===== src/design/mttd_pkg.sv =====
// shared types, register indexes and the letter table of the morse tone timing decoder
package mttd_pkg;

    typedef enum logic [1:0] {
        CMD_POLL       = 2'd0,
        CMD_TONE_START = 2'd1,
        CMD_TONE_END   = 2'd2
    } cmd_t;

    localparam int CFG_IDX_W = 3;
    localparam int CFG_W     = 12;
    localparam int TIME_W    = 32;
    localparam int CHAR_W    = 7;

    typedef enum logic [CFG_IDX_W-1:0] {
        REG_DOT_MIN    = 3'd0,
        REG_DOT_MAX    = 3'd1,
        REG_DASH_MIN   = 3'd2,
        REG_DASH_MAX   = 3'd3,
        REG_LETTER_GAP = 3'd4,
        REG_WORD_GAP   = 3'd5
    } reg_idx_t;

    localparam logic [CFG_W-1:0] DOT_MIN_RST    = 12'd50;
    localparam logic [CFG_W-1:0] DOT_MAX_RST    = 12'd190;
    localparam logic [CFG_W-1:0] DASH_MIN_RST   = 12'd200;
    localparam logic [CFG_W-1:0] DASH_MAX_RST   = 12'd450;
    localparam logic [CFG_W-1:0] LETTER_GAP_RST = 12'd250;
    localparam logic [CFG_W-1:0] WORD_GAP_RST   = 12'd600;

    localparam logic [CHAR_W-1:0] CHAR_A     = 7'h41;
    localparam logic [CHAR_W-1:0] CHAR_SPACE = 7'h20;
    localparam logic [CHAR_W-1:0] CHAR_NONE  = 7'h00;

    localparam int NUM_LETTERS = 26;

    typedef logic [3:0] nib_t;

    // per letter: symbol count and pattern, bit i is symbol i, 1 for dash
    localparam nib_t LETTER_LEN [NUM_LETTERS] = '{
        4'd2, 4'd4, 4'd4, 4'd3, 4'd1, 4'd4, 4'd3, 4'd4, 4'd2, 4'd4, 4'd3, 4'd4, 4'd2,
        4'd2, 4'd3, 4'd4, 4'd4, 4'd3, 4'd3, 4'd1, 4'd3, 4'd4, 4'd3, 4'd4, 4'd4, 4'd4
    };
    localparam nib_t LETTER_BITS [NUM_LETTERS] = '{
        4'd2, 4'd1, 4'd5, 4'd1, 4'd0, 4'd4, 4'd3, 4'd0, 4'd0, 4'd14, 4'd5, 4'd2, 4'd3,
        4'd1, 4'd7, 4'd6, 4'd11, 4'd2, 4'd0, 4'd1, 4'd4, 4'd8, 4'd6, 4'd9, 4'd13, 4'd3
    };

    // ascii letter for a pattern, CHAR_NONE when no entry matches
    function automatic logic [CHAR_W-1:0] decode_letter(input nib_t len, input nib_t bits);
        logic [CHAR_W-1:0] code;
        code = CHAR_NONE;
        for (int k = NUM_LETTERS - 1; k >= 0; k--) begin
            if (LETTER_LEN[k] == len && LETTER_BITS[k] == bits) begin
                code = CHAR_A + CHAR_W'(k);
            end
        end
        return code;
    endfunction

endpackage


===== src/design/morse_tone_timing_decoder.sv =====
// morse tone timing decoder: timestamped tone events in, decoded characters out
//
//  channel  | direction | handshake              | payload
//  ---------+-----------+------------------------+----------------------------------
//  s_       | in        | s_tvalid / s_tready    | s_tuser command, s_tdata now_ms
//  m_       | out       | m_tvalid / m_tready    | m_tdata char_code, m_tlast last
//  cfg_     | in        | cfg_valid / cfg_ready  | cfg_index, cfg_data
//
// while s_tready is high one item is taken per cycle; its results land in a
// three-entry result queue in the same edge; m_ shows the head from the next cycle
// s_tready is high while the queue, after this cycle's pop, holds at most one entry
// cfg_ready is always high
// aresetn is synchronous, active low: registers go to their defaults, queue empties
module morse_tone_timing_decoder #(
    parameter int MAX_SYMBOLS = 9
) (
    input  logic                            aclk,
    input  logic                            aresetn,
    input  logic                            s_tvalid,
    output logic                            s_tready,
    input  logic [31:0]                     s_tdata,   // [31:0] now_ms
    input  logic [1:0]                      s_tuser,   // [1:0] command
    output logic                            m_tvalid,
    input  logic                            m_tready,
    output logic [7:0]                      m_tdata,   // [6:0] char_code, [7] zero
    output logic                            m_tlast,
    input  logic                            cfg_valid,
    output logic                            cfg_ready,
    input  logic [mttd_pkg::CFG_IDX_W-1:0]  cfg_index,
    input  logic [mttd_pkg::CFG_W-1:0]      cfg_data
);

    localparam int CNT_W = $clog2(MAX_SYMBOLS + 1);
    localparam int QD    = 3;
    localparam int QC_W  = 2;

    typedef struct packed {
        logic [mttd_pkg::CHAR_W-1:0] code;
        logic                        last;
    } res_t;

    logic [mttd_pkg::CFG_W-1:0] dot_min_reg, dot_max_reg, dash_min_reg, dash_max_reg;
    logic [mttd_pkg::CFG_W-1:0] letter_gap_reg, word_gap_reg;

    logic [mttd_pkg::TIME_W-1:0] tone_start_reg, tone_start_next;
    logic [mttd_pkg::TIME_W-1:0] silence_start_reg, silence_start_next;
    logic                        tone_active_reg, tone_active_next;
    logic                        space_sent_reg, space_sent_next;
    logic [MAX_SYMBOLS-1:0]      pattern_reg, pattern_next;
    logic [CNT_W-1:0]            count_reg, count_next;

    res_t            q_reg [QD];
    res_t            q_next [QD];
    logic [QC_W-1:0] qcnt_reg, qcnt_next;

    logic                        in_acc, pop;
    logic [QC_W-1:0]             qbase;
    mttd_pkg::cmd_t              cmd;
    logic [mttd_pkg::TIME_W-1:0] dur, silence;
    logic                        is_dot, is_dash;
    logic [mttd_pkg::CHAR_W-1:0] letter;
    logic                        letter_ok;
    logic [1:0]                  nres;
    res_t                        res0, res1;

    assign cfg_ready = 1'b1;
    assign pop       = m_tvalid && m_tready;
    assign qbase     = qcnt_reg - QC_W'(pop);
    assign s_tready  = (qbase <= QC_W'(1));
    assign in_acc    = s_tvalid && s_tready;
    assign m_tvalid  = (qcnt_reg != '0);
    assign m_tdata   = {1'b0, q_reg[0].code};
    assign m_tlast   = q_reg[0].last;

    assign cmd     = mttd_pkg::cmd_t'(s_tuser);
    assign dur     = s_tdata - tone_start_reg;
    assign silence = s_tdata - silence_start_reg;
    assign is_dot  = (dur >= 32'(dot_min_reg)) && (dur < 32'(dot_max_reg));
    assign is_dash = (dur >= 32'(dash_min_reg)) && (dur < 32'(dash_max_reg));

    assign letter    = mttd_pkg::decode_letter(4'(count_reg), pattern_reg[3:0]);
    assign letter_ok = (letter != mttd_pkg::CHAR_NONE) && ((pattern_reg >> 4) == '0);

    // state update and results of the incoming item
    always_comb begin
        logic close_letter, send_space, emit_letter;
        tone_start_next    = tone_start_reg;
        silence_start_next = silence_start_reg;
        tone_active_next   = tone_active_reg;
        space_sent_next    = space_sent_reg;
        pattern_next       = pattern_reg;
        count_next         = count_reg;
        nres               = 2'd0;
        res0               = '{code: mttd_pkg::CHAR_SPACE, last: 1'b1};
        res1               = '{code: mttd_pkg::CHAR_SPACE, last: 1'b1};
        close_letter       = 1'b0;
        send_space         = 1'b0;
        emit_letter        = 1'b0;
        if (in_acc) begin
            unique case (cmd)
                mttd_pkg::CMD_TONE_START: begin
                    tone_start_next  = s_tdata;
                    tone_active_next = 1'b1;
                    space_sent_next  = 1'b0;
                end
                mttd_pkg::CMD_TONE_END: begin
                    silence_start_next = s_tdata;
                    tone_active_next   = 1'b0;
                    if ((is_dot || is_dash) && count_reg < CNT_W'(MAX_SYMBOLS)) begin
                        pattern_next = pattern_reg
                                     | (MAX_SYMBOLS'(!is_dot) << count_reg);
                        count_next   = count_reg + CNT_W'(1);
                    end
                end
                mttd_pkg::CMD_POLL: begin
                    if (!tone_active_reg) begin
                        close_letter = (silence > 32'(letter_gap_reg)) && (count_reg != '0);
                        send_space   = (silence > 32'(word_gap_reg)) && !space_sent_reg;
                        emit_letter  = close_letter && letter_ok;
                        if (close_letter) begin
                            pattern_next = '0;
                            count_next   = '0;
                        end
                        if (send_space) begin
                            space_sent_next = 1'b1;
                        end
                        if (emit_letter) begin
                            res0 = '{code: letter, last: !send_space};
                        end
                        nres = 2'(emit_letter) + 2'(send_space);
                    end
                end
                default: begin
                end
            endcase
        end
    end

    // result queue: pop from the head, append behind what stays
    always_comb begin
        for (int i = 0; i < QD; i++) begin
            if (pop && i < QD - 1) begin
                q_next[i] = q_reg[i+1];
            end else begin
                q_next[i] = q_reg[i];
            end
            if (nres != 2'd0 && QC_W'(i) == qbase) begin
                q_next[i] = res0;
            end
            if (nres == 2'd2 && QC_W'(i) == qbase + QC_W'(1)) begin
                q_next[i] = res1;
            end
        end
        qcnt_next = qbase + QC_W'(nres);
    end

    always_ff @(posedge aclk) begin
        if (!aresetn) begin
            dot_min_reg       <= mttd_pkg::DOT_MIN_RST;
            dot_max_reg       <= mttd_pkg::DOT_MAX_RST;
            dash_min_reg      <= mttd_pkg::DASH_MIN_RST;
            dash_max_reg      <= mttd_pkg::DASH_MAX_RST;
            letter_gap_reg    <= mttd_pkg::LETTER_GAP_RST;
            word_gap_reg      <= mttd_pkg::WORD_GAP_RST;
            tone_start_reg    <= '0;
            silence_start_reg <= '0;
            tone_active_reg   <= 1'b0;
            space_sent_reg    <= 1'b1;
            pattern_reg       <= '0;
            count_reg         <= '0;
            qcnt_reg          <= '0;
        end else begin
            tone_start_reg    <= tone_start_next;
            silence_start_reg <= silence_start_next;
            tone_active_reg   <= tone_active_next;
            space_sent_reg    <= space_sent_next;
            pattern_reg       <= pattern_next;
            count_reg         <= count_next;
            qcnt_reg          <= qcnt_next;
            if (cfg_valid && cfg_ready) begin
                unique case (mttd_pkg::reg_idx_t'(cfg_index))
                    mttd_pkg::REG_DOT_MIN:    dot_min_reg    <= cfg_data;
                    mttd_pkg::REG_DOT_MAX:    dot_max_reg    <= cfg_data;
                    mttd_pkg::REG_DASH_MIN:   dash_min_reg   <= cfg_data;
                    mttd_pkg::REG_DASH_MAX:   dash_max_reg   <= cfg_data;
                    mttd_pkg::REG_LETTER_GAP: letter_gap_reg <= cfg_data;
                    mttd_pkg::REG_WORD_GAP:   word_gap_reg   <= cfg_data;
                    default: begin
                    end
                endcase
            end
        end
    end

    always_ff @(posedge aclk) begin
        for (int i = 0; i < QD; i++) begin
            q_reg[i] <= q_next[i];
        end
    end

endmodule


===== config.mk =====
export PLATFORM = sky130hd
export DESIGN_NAME = morse_tone_timing_decoder
export DESIGN_NICKNAME = d
export VERILOG_FILES = /design/src/design/mttd_pkg.sv /design/src/design/morse_tone_timing_decoder.sv
export SDC_FILE = /design/constraint.sdc
export NUM_CORES = 1
export LEC_CHECK = 0
export BUFFER_PORTS_ARGS = -buffer_cell sky130_fd_sc_hd__buf_2
export CAP_MARGIN = 20
export CORE_UTILIZATION = 32
export CTS_BUF_LIST = sky130_fd_sc_hd__clkbuf_16
export DETAILED_ROUTE_END_ITERATION = 16
export MAX_ROUTING_LAYER = met4
export PLACE_DENSITY = 0.47
export SYNTH_ARGS = -nofsm -noshare
export SYNTH_HDL_FRONTEND = slang
export SYNTH_SLANG_ARGS = --single-unit

===== constraint.sdc =====
create_clock -name aclk -period 10.35 [get_ports aclk]
set_clock_uncertainty 0.2 [all_clocks]
set_input_delay 2.07 -clock aclk [delete_from_list [all_inputs] [get_ports aclk]]
set_output_delay 2.07 -clock aclk [all_outputs]
set_load 0.02 [all_outputs]

# Yosys cells after proc, flatten, opt, wreduce, memory -nomap -nowiden
# Memories as Yosys holds them, arrays and structs flattened.
# Cells that the tools add are included.
[classes] n_lt_le_gt_ge=8 n_bitwise=1 mux=53 n_shift=1 addsub=7 eq_ne=32 n_reduce_logical=69
[op_table] op="7-bit two-way mux" count=26
[op_table] op="8-bit two-way mux" count=12
[op_table] op="32-bit by 12-bit greater-or-equal comparator with 1-bit output" count=2
[op_table] op="32-bit by 12-bit > comparator with 1-bit output" count=2
[op_table] op="32-bit by 12-bit less-than comparator with 1-bit output" count=2
[op_table] op="32-bit subtractor" count=2
[op_table] op="1-bit logical AND" count=41
[op_table] op="9-bit two-way mux" count=3
[op_table] op="3-bit by 4-bit == test with 1-bit output, first input constant" count=5
[op_table] op="4-bit == test, first input constant" count=5
[op_table] op="9-bit case mux with 2 select lines" count=1
[op_table] op="2-bit AND reduction" count=9
[op_table] op="2-bit by 4-bit == test with 1-bit output, first input constant" count=4
[op_table] op="4-bit two-way mux" count=3
[op_table] op="2-bit nonzero test" count=5
[op_table] op="9-bit zero test" count=1
[op_table] op="9-bit bitwise OR" count=1
[op_table] op="1-bit by 4-bit << shifter with 9-bit output" count=1
[op_table] op="1-bit by 4-bit == test with 1-bit output, first input constant" count=2
[op_table] op="2-bit inequality test, second input constant" count=4
[op_table] op="4-bit case mux with 2 select lines" count=1
[op_table] op="7-bit nonzero test" count=1
[op_table] op="3-bit by 2-bit == test with 1-bit output, second input constant" count=2
[op_table] op="3-bit == test, second input constant" count=2
[op_table] op="other kinds (23)" count=34
[totals] ramBits=24 inputBits=54 ff_bits=153 wordCells=185 mem_count=1
[memory_table] name="q_reg" words=3 width=8 read_ports=3 rd_ports_with_merged_regs=0 wr=3 line="morse_tone_timing_decoder.sv:52" text="res_t q_reg [QD];"

# Logic depth before layout (Yosys ltp)
# Gate-level depths: netlist of the first run.
[logic_depth] word_depth=39 depth_mapped=23 ltp_nobuf=23

# Least setup slack after synthesis of the first run
# OpenSTA, ideal clock, no wires.
[synth_timing] path_type="input-to-reg" start="in s_tdata[0]" end="mem q_reg[0][11] in the netlist's numbering" arrival_time_ps=5994 required_ps=10016 slack_ps=4023 path_stages=23 cell_sequence="inv_1 > ha_1 > inv_1 > fa_1 > a211oi_1 > o21bai_1 > a21oi_1 > o21bai_1 > a21oi_1 > xnor2_1 > ha_1 > a21o_1 > a21o_1 > a221oi_1 > nor2_1 > nor4_1 > a211oi_2 > ha_1 > o21ai_0 > nor2_1 > inv_1 > o21ai_0 > o22ai_1"
[synth_lines] element="start: declaration" line="morse_tone_timing_decoder.sv:21" text="input logic [31:0] s_tdata,"
[synth_lines] element="end: declaration" line="morse_tone_timing_decoder.sv:52"

==> impl_metrics.py, run 1 <==
metrics = {
    "status": {
        "status": "completed",
    },
    "yosys": {
        "ys_types": 77,
        "synth_top_family_by_area": "compound AO/OA/AOI/OAI gates",
        "synth_cells": 1738,
        "synthArstFlopShare_pct": 0,
        "synth_ff_type": "dfxtp_1",
        "synthSimpleGateAreaFrac_pct": 20.92,
        "synthAdderAreaFrac_pct": 14.14,
        "muxShareOfSynthArea_pct": 1.247,
        "synth_edf_count": 0,
        "yosysSeqAreaShare_pct": 27.58,
        "synth_top_area_share_pct": 27.58,
        "syn_nets": 1936,
        "ys_ff_latch": 177,
        "yosysTopAreaCell": "dfxtp_1",
        "ys_warn_count": 0,
        "synth_compound_area_share_pct": 25.23,
        "avgSynthCellArea_um2": 7.391,
        "synth.area.top_cells": "dfxtp_1 (28%), ha_1 (14%), nand2_1 (9.8%)",
        "syn_area_um2": 12850,
        "synth_xor_area_share_pct": 3.409,
    },
    "critical_path": {
        "cp-start-kind": "input pin",
        "rr_endpoint": "q_reg[0][6]$_SDFFE_PP1P_",
        "rr_worst_depth": 21,
        "cpPeakStageDelay_ns": 0.67,
        "critPathKind": "in2reg",
        "critPathCapture": "q_reg[0][6]$_SDFFE_PP1P_",
        "cpMaxStageDelayCell": "nor2_1",
        "regToRegStartpoint": "silence_start_reg[1]$_SDFFE_PN0P_",
        "path_cells": "buf_2 > inv_1 > ha_1 > inv_1 > fa_1 > a211oi_1 > o21bai_1 > a21oi_1 > xnor2_1 > ha_1 > a21o_1 > a21oi_1 > o21ai_0 > a221oi_1 > nor2_1 > nor4_1 > a211oi_2 > ha_1 > o21ai_0 > nor2_1 > nand2_1 > o21a_1",
        "regToRegSetupSlack_ns": 4.92,
        "crit_required_ns": 10.50,
        "cp_common_cell": "ha_1",
        "startpoint": "s_tdata[0]",
        "critPathCaptureType": "flip-flop",
        "crit_arrival_ns": 7.04,
        "cp_max_fo": 15,
    },
    "timing": {
        "hold_viol_final": 0,
        "rsz0062_at_grt": "false",
        "finalCritPeriodShare_pct": 66.50,
        "setup_viol": 0,
        "setup_tns_ns": 0,
        "worst_slew_pin_slew_ns": 1.083,
        "fmax_mhz": 145.3,
        "slew_headroom_pct": 27.52,
        "slew_viol_final": 0,
        "period_needed_ns": 6.882,
        "hold_slack_ns": 0.2517,
    },
    "routing": {
        "ant_nets": 0,
        "drtIter0Drc": 600,
        "num_vias": 11770,
        "wl_per_cell_um": 16.84,
        "drc_errors": 0,
        "viasPerCell": 5.166,
        "first_pass_iters": 5,
        "drt_wl_total_mm": 38.39,
    },
    "clock_network": {
        "hold_buffers": 0,
        "htree_levels": 4,
        "clockBufferDepth": 2,
        "clock_sinks": 177,
        "clkLatencyLatePin_ns": 0.46,
        "root_buffer": "clkbuf_16",
        "clk_pin_slew_worst_paths_ns": 0.06,
        "cts_tree": "yes",
        "numCtsBuffers": 17,
        "cts_resized": 0,
        "cts_setup_buffers": 0,
    },
    "placed_design": {
        "placed_cell_area_um2": 13490,
        "port_buffers": 63,
        "dp_cells": 2247,
        "gp_congestion": 0.9108,
        "dp_hpwl_mm": 29.72,
    },
    "power_and_ir_drop": {
        "clock_power_share_pct": 31.0,
        "power_per_cell_area_nw_per_um2": 147.2,
        "combPwrFrac_pct": 32.8,
        "swShare_pct": 36.64,
        "leakage_nw": 5.461,
        "seqPwrFrac_pct": 36.2,
        "p_int_mw": 1.311,
        "power_mw": 2.069,
        "ir_drop_mv": 0.1128,
        "p_switching_mw": 0.7580,
    },
    "cells_and_area": {
        "instances_no_fill": 2279,
        "fin_area_um2": 14050,
        "antenna_cells": 0,
        "layout.nets": 1939,
        "fill_cells": 4279,
        "drive_above_1_share_pct": 7.127,
        "syn2layout_area_growth_pct": 9.389,
    },
    "grt": {
        "grt_pass1_wl_mm": 60.62,
        "grt_overflow_total": 0,
        "grt_start_max_net_pins": 74,
        "antenna_found_initial": 0,
        "grtUsageTotal_pct": 19.41,
        "grt_pass1_vias": 10980,
    },
    "floorplan": {
        "fp.dieH_um": 202.4,
        "fp.dieArea_um2": 40950,
        "core-area_um2": 39640,
        "start_util_pct": 32.41,
        "fp.dieW_um": 202.4,
        "rows": 73,
        "ios": 66,
    },
    "hold_path": {
        "min_path_type": "reg2reg",
        "min_from": "q_reg[0][22]$_SDFFE_PP1P_",
    },
    "flow_run": {
        "drv_cap": 0,
    },
}
worst max-delay path: cells and delay by family:
kind	cells	cell delay, ns
AOI/OAI and AO/OA	10	1.93
and+or+nand+nor	4	1.30
xor gates and xnor gates	1	0.21
buffers and inverters	3	0.24
adders and majority gates	4	1.27
Yosys cell counts (all sizes together) (16+ instances only):
master,instances
a21o,39
xnor2,35
ha,142
nand3,37
mux2i,16
o21ai,73
a31oi,16
nand2b,17
clkbuf,69
nor2b,20
dfxtp,177
o211ai,42
nand2,335
a211oi,19
nor2,70
nand4,30
inv,156
o21a,20
nor3,22
a21oi,221
per-stage QoR:
step | util, % | worst slack [ns]
CTS | 35.45 | 3.465
floorplan | - | 4.023
global placement | 34.04 | 3.088
global route | 35.45 | 2.916
detailed placement | 34.04 | 2.977
finish | 35.45 | 3.468
power by group through the flow:
stage | clock network (mW) | logic [mW] | registers (mW)
after floorplan | 0 | 0.499 | 0.759
after global placement | 0 | 0.676 | 0.764
after detailed placement | 0 | 0.680 | 0.764
after CTS | 0.664 | 0.683 | 0.749
after global routing | 0.693 | 0.760 | 0.754
final | 0.642 | 0.678 | 0.749
layout make-up:
class	count	area [um^2]	share of cell area, %
inverters	156	588.1	4.185
multi-input cells	1321	8353	59.44
flip-flops and latches	177	3543	25.22
clock buffers	17	425.4	3.027
well taps	525	656.9	4.675
repair buffers	68	352.8	2.511
clock inverters	15	132.6	0.9438
layout by cell type (no fill, tap or decap), drive strengths merged, types with 17 or more instances in the layout:
cell | Yosys | layout
nand2 | 335 | 335
a21oi | 221 | 221
dfxtp | 177 | 177
inv | 156 | 163
ha | 142 | 142
o21ai | 73 | 73
nor2 | 70 | 70
buf | 15 | 68
o211ai | 42 | 42
a21o | 39 | 39
nand3 | 37 | 37
xnor2 | 35 | 35
nand4 | 30 | 30
nor3 | 22 | 22
nor2b | 20 | 20
o21a | 20 | 20
a211oi | 19 | 19
clkbuf | 69 | 17
nand2b | 17 | 17
cells by family (layout without fill, tap and decap cells):
group / Yosys count / count (layout)
adders and majority gates: 144 / 144
other: 2 / 2
xor gates and xnor gates: 50 / 50
DFF: 177 / 177
buffers and inverters: 240 / 256
AOI/OAI and AO/OA: 514 / 514
muxes: 16 / 16
and+or+nand+nor: 595 / 595
worst min-delay path by stage:
stage	end	slack, ns	depth (start not counted)
floorplan	q_reg[0][16]$_SDFFE_PP1P_	0.22	1
finish	q_reg[0][22]$_SDFFE_PP1P_	0.25	1
global route	q_reg[0][22]$_SDFFE_PP1P_	0.25	1
detailed placement	q_reg[0][22]$_SDFFE_PP1P_	0.23	1
global placement	q_reg[0][22]$_SDFFE_PP1P_	0.24	1
CTS	q_reg[0][22]$_SDFFE_PP1P_	0.25	1
metal layers:
metal,GRT usage [%],routed length [um],up-vias
met3,3.176,1128,41
met2,30.81,17520,191
met4,6.176,834,0
li1,-,-,6056
met1,25.04,18910,5485
met5,-,0,-
No activity file was read; power rests on OpenSTA's default activity.
==> run 2, diff against run 1 <==
--- a/config.mk
+++ b/config.mk
@@ -5,13 +5,14 @@
 export SDC_FILE = /design/constraint.sdc
 export NUM_CORES = 1
 export LEC_CHECK = 0
+export ABC_AREA = 1
 export BUFFER_PORTS_ARGS = -buffer_cell sky130_fd_sc_hd__buf_2
 export CAP_MARGIN = 20
 export CORE_UTILIZATION = 32
 export CTS_BUF_LIST = sky130_fd_sc_hd__clkbuf_16
 export DETAILED_ROUTE_END_ITERATION = 16
 export MAX_ROUTING_LAYER = met4
-export PLACE_DENSITY = 0.47
+export PLACE_DENSITY = 0.49
 export SYNTH_ARGS = -nofsm -noshare
 export SYNTH_HDL_FRONTEND = slang
 export SYNTH_SLANG_ARGS = --single-unit
==> constraint.sdc (replaced) <==
create_clock -name aclk -period 5.8 [get_ports aclk]
set_clock_uncertainty 0.2 [all_clocks]
set_input_delay 1.16 -clock aclk [delete_from_list [all_inputs] [get_ports aclk]]
set_output_delay 1.16 -clock aclk [all_outputs]
set_load 0.02 [all_outputs]
==> run 2 against run 1 <==
- synthesized area is 10% higher
- critical endpoint is now q_reg[0][8]$_SDFFE_PP1P_
- final area is 11% higher
- largest cell class unchanged
- wire length is 11% higher
- synthesized cell count is 31% higher
- hold slack worse by 0.020 ns
==> impl_metrics.py, run 2 <==
metrics = {
    "status": {
        "status": "completed",
    },
    "routing": {
        "viasPerCell": 4.739,
        "wl_per_cell_um": 14.64,
        "num_vias": 13850,
        "first_pass_iters": 5,
        "met2WireLength_mm": 18.77,
        "top_layer": "met4",
        "drt_wl_total_mm": 42.78,
        "wl_met1_mm": 21.66,
        "routed-wl-met3_mm": 1.482,
        "drtIter0Drc": 726,
        "drc_errors": 0,
        "ant_nets": 0,
    },
    "cells_and_area": {
        "fin_area_um2": 15630,
        "fill_cells": 4823,
        "layout.nets": 2522,
        "final_util_pct": 36.12,
        "drive_above_1_share_pct": 7.363,
        "most-common-layout-cells": "nand2_1 (581), inv_1 (450), a21oi_1 (206)",
        "syn2layout_area_growth_pct": 10.63,
        "final_common_cell": "nand2_1",
    },
    "power_and_ir_drop": {
        "power_mw": 4.600,
        "leakage_nw": 7.912,
        "ir_drop_mv": 0.1945,
        "power_per_cell_area_nw_per_um2": 294.3,
    },
    "yosys": {
        "synth_compound_area_share_pct": 16.32,
        "synth.area.top_cells": "dfxtp_1 (25%), nand2_1 (15%), ha_1 (13%)",
        "netlist_top_cells_count": "nand2_1 (583), inv_1 (450), a21oi_1 (206)",
        "yosysSeqAreaShare_pct": 25.08,
        "syn_nets": 2476,
        "yosysTopAreaCell": "dfxtp_1",
        "muxShareOfSynthArea_pct": 0,
        "synthSimpleGateAreaFrac_pct": 29.85,
        "ys_warn_count": 0,
        "synth_top_family_by_area": "simple AND/OR/NAND/NOR gates",
        "syn_area_um2": 14130,
        "synth_cells": 2278,
        "synthAdderAreaFrac_pct": 12.86,
        "avgSynthCellArea_um2": 6.202,
        "ys_types": 49,
        "synth_most_common_cell": "nand2_1",
        "ys_ff_latch": 177,
        "synth_top_area_share_pct": 25.08,
        "synthArstFlopShare_pct": 0,
        "synth_edf_count": 0,
        "synth_ff_type": "dfxtp_1",
        "synth_xor_area_share_pct": 1.612,
    },
    "critical_path": {
        "cpMaxStageDelayCell": "fa_1",
        "cpPeakStageDelay_ns": 0.45,
        "cp_max_fo": 9,
        "crit_required_ns": 6.03,
        "cp_common_cell": "inv_1",
        "rr_worst_depth": 29,
        "crit_arrival_ns": 5.47,
        "critPathKind": "in2reg",
        "critPathCaptureType": "flip-flop",
        "cp-start-kind": "input pin",
    },
    "grt": {
        "grt_pass1_wl_mm": 68.32,
        "grtUsageTotal_pct": 20.29,
        "grt_overflow_total": 0,
        "grt_pass1_vias": 12870,
        "grt_start_max_net_pins": 86,
        "antenna_found_initial": 1,
    },
    "floorplan": {
        "ios": 66,
        "fp.dieW_um": 212.1,
        "rows": 76,
        "start_util_pct": 32.65,
        "fp.dieArea_um2": 45000,
        "core-area_um2": 43270,
        "fp.dieH_um": 212.1,
    },
    "clock_network": {
        "clockBufferDepth": 2,
        "hold_buffers": 0,
        "root_buffer": "clkbuf_16",
        "clk_pin_slew_worst_paths_ns": 0.08,
        "numCtsBuffers": 17,
        "clock_sinks": 177,
        "clkLatencyLatePin_ns": 0.50,
        "cts_tree": "yes",
        "htree_levels": 4,
    },
    "timing": {
        "rsz0062_at_grt": "false",
        "slew_headroom_pct": 33.00,
        "fmax_mhz": 190.6,
        "setup_tns_ns": 0,
        "slew_viol_final": 0,
        "hold_slack_ns": 0.2322,
        "period_needed_ns": 5.246,
        "hold_viol_final": 0,
        "finalCritPeriodShare_pct": 90.45,
        "worst_slew_pin_slew_ns": 1.005,
        "setup_viol": 0,
    },
    "placed_design": {
        "placed_cell_area_um2": 15050,
        "dp_hpwl_mm": 34.88,
        "port_buffers": 63,
        "gp_congestion": 0.9216,
    },
    "flow_run": {
        "drv_cap": 0,
    },
    "hold_path": {
        "whs_path_depth": 2,
        "min_path_type": "reg2reg",
    },
}
run 2: cell type report:
class	count	area (um^2)	area share, %
repair buffers	78	430.4	2.754
clock inverters	14	146.4	0.9366
well taps	585	732.0	4.683
clock buffers	17	425.4	2.722
flip-flops and latches	177	3543	22.67
inverters	470	1764	11.29
diodes	1	2.502	0.01601
multi-input cells	1580	8586	54.93
run 2: routing by layer:
metal / GRT usage, % / vias up
met3: 3.353 / 46
met5: - / -
li1: - / 7312
met1: 26.87 / 6238
met2: 31.25 / 250
met4: 6.547 / 0
run 2: kinds of logic (layout without fill, tap and decap cells):
group	after synthesis	after routing
xor gates and xnor gates	26	26
AOI/OAI and AO/OA	421	421
adders and majority gates	144	144
buffers and inverters	521	579
other	2	3
and+or+nand+nor	987	987
DFF	177	177
run 2: stage by stage:
step	cells	setup WS (ns)
finish	2922	0.5539
global route	2922	0.02851
CTS	2921	0.6013
detailed placement	2890	0.07346
global placement	2890	0.2131
floorplan	2278	0.7839
run 2: critical path: cells and delay by family:
family,cells,cell delay [ns]
AO/OA/AOI/OAI,3,0.36
adder cells (fa/ha/maj),4,1.16
XOR/XNOR,1,0.34
buffers and inverters,9,0.86
AND/OR/NAND/NOR,14,1.57
run 2: what timing repair did:
item	CTS	global route
gates resized for setup	0	1
setup endpoints to repair	0	7
setup buffers	0	0
run 2: path summary, 6_finish.rpt:
kind	start	to	slack (ns)
max	s_tdata[0]	q_reg[0][8]$_SDFFE_PP1P_	0.55
min	q_reg[0][22]$_SDFFE_PP1P_	q_reg[0][22]$_SDFFE_PP1P_	0.23
max reg2reg	silence_start_reg[0]$_SDFFE_PN0P_	q_reg[0][8]$_SDFFE_PP1P_	1.13
min reg2reg	q_reg[0][22]$_SDFFE_PP1P_	q_reg[0][22]$_SDFFE_PP1P_	0.23
run 2: power by group:
group / internal [mW] / total (mW) / switching (mW)
registers: 1.36 / 1.41 / 0.0507
logic: 0.701 / 2.03 / 1.33
clock network: 0.569 / 1.16 / 0.595
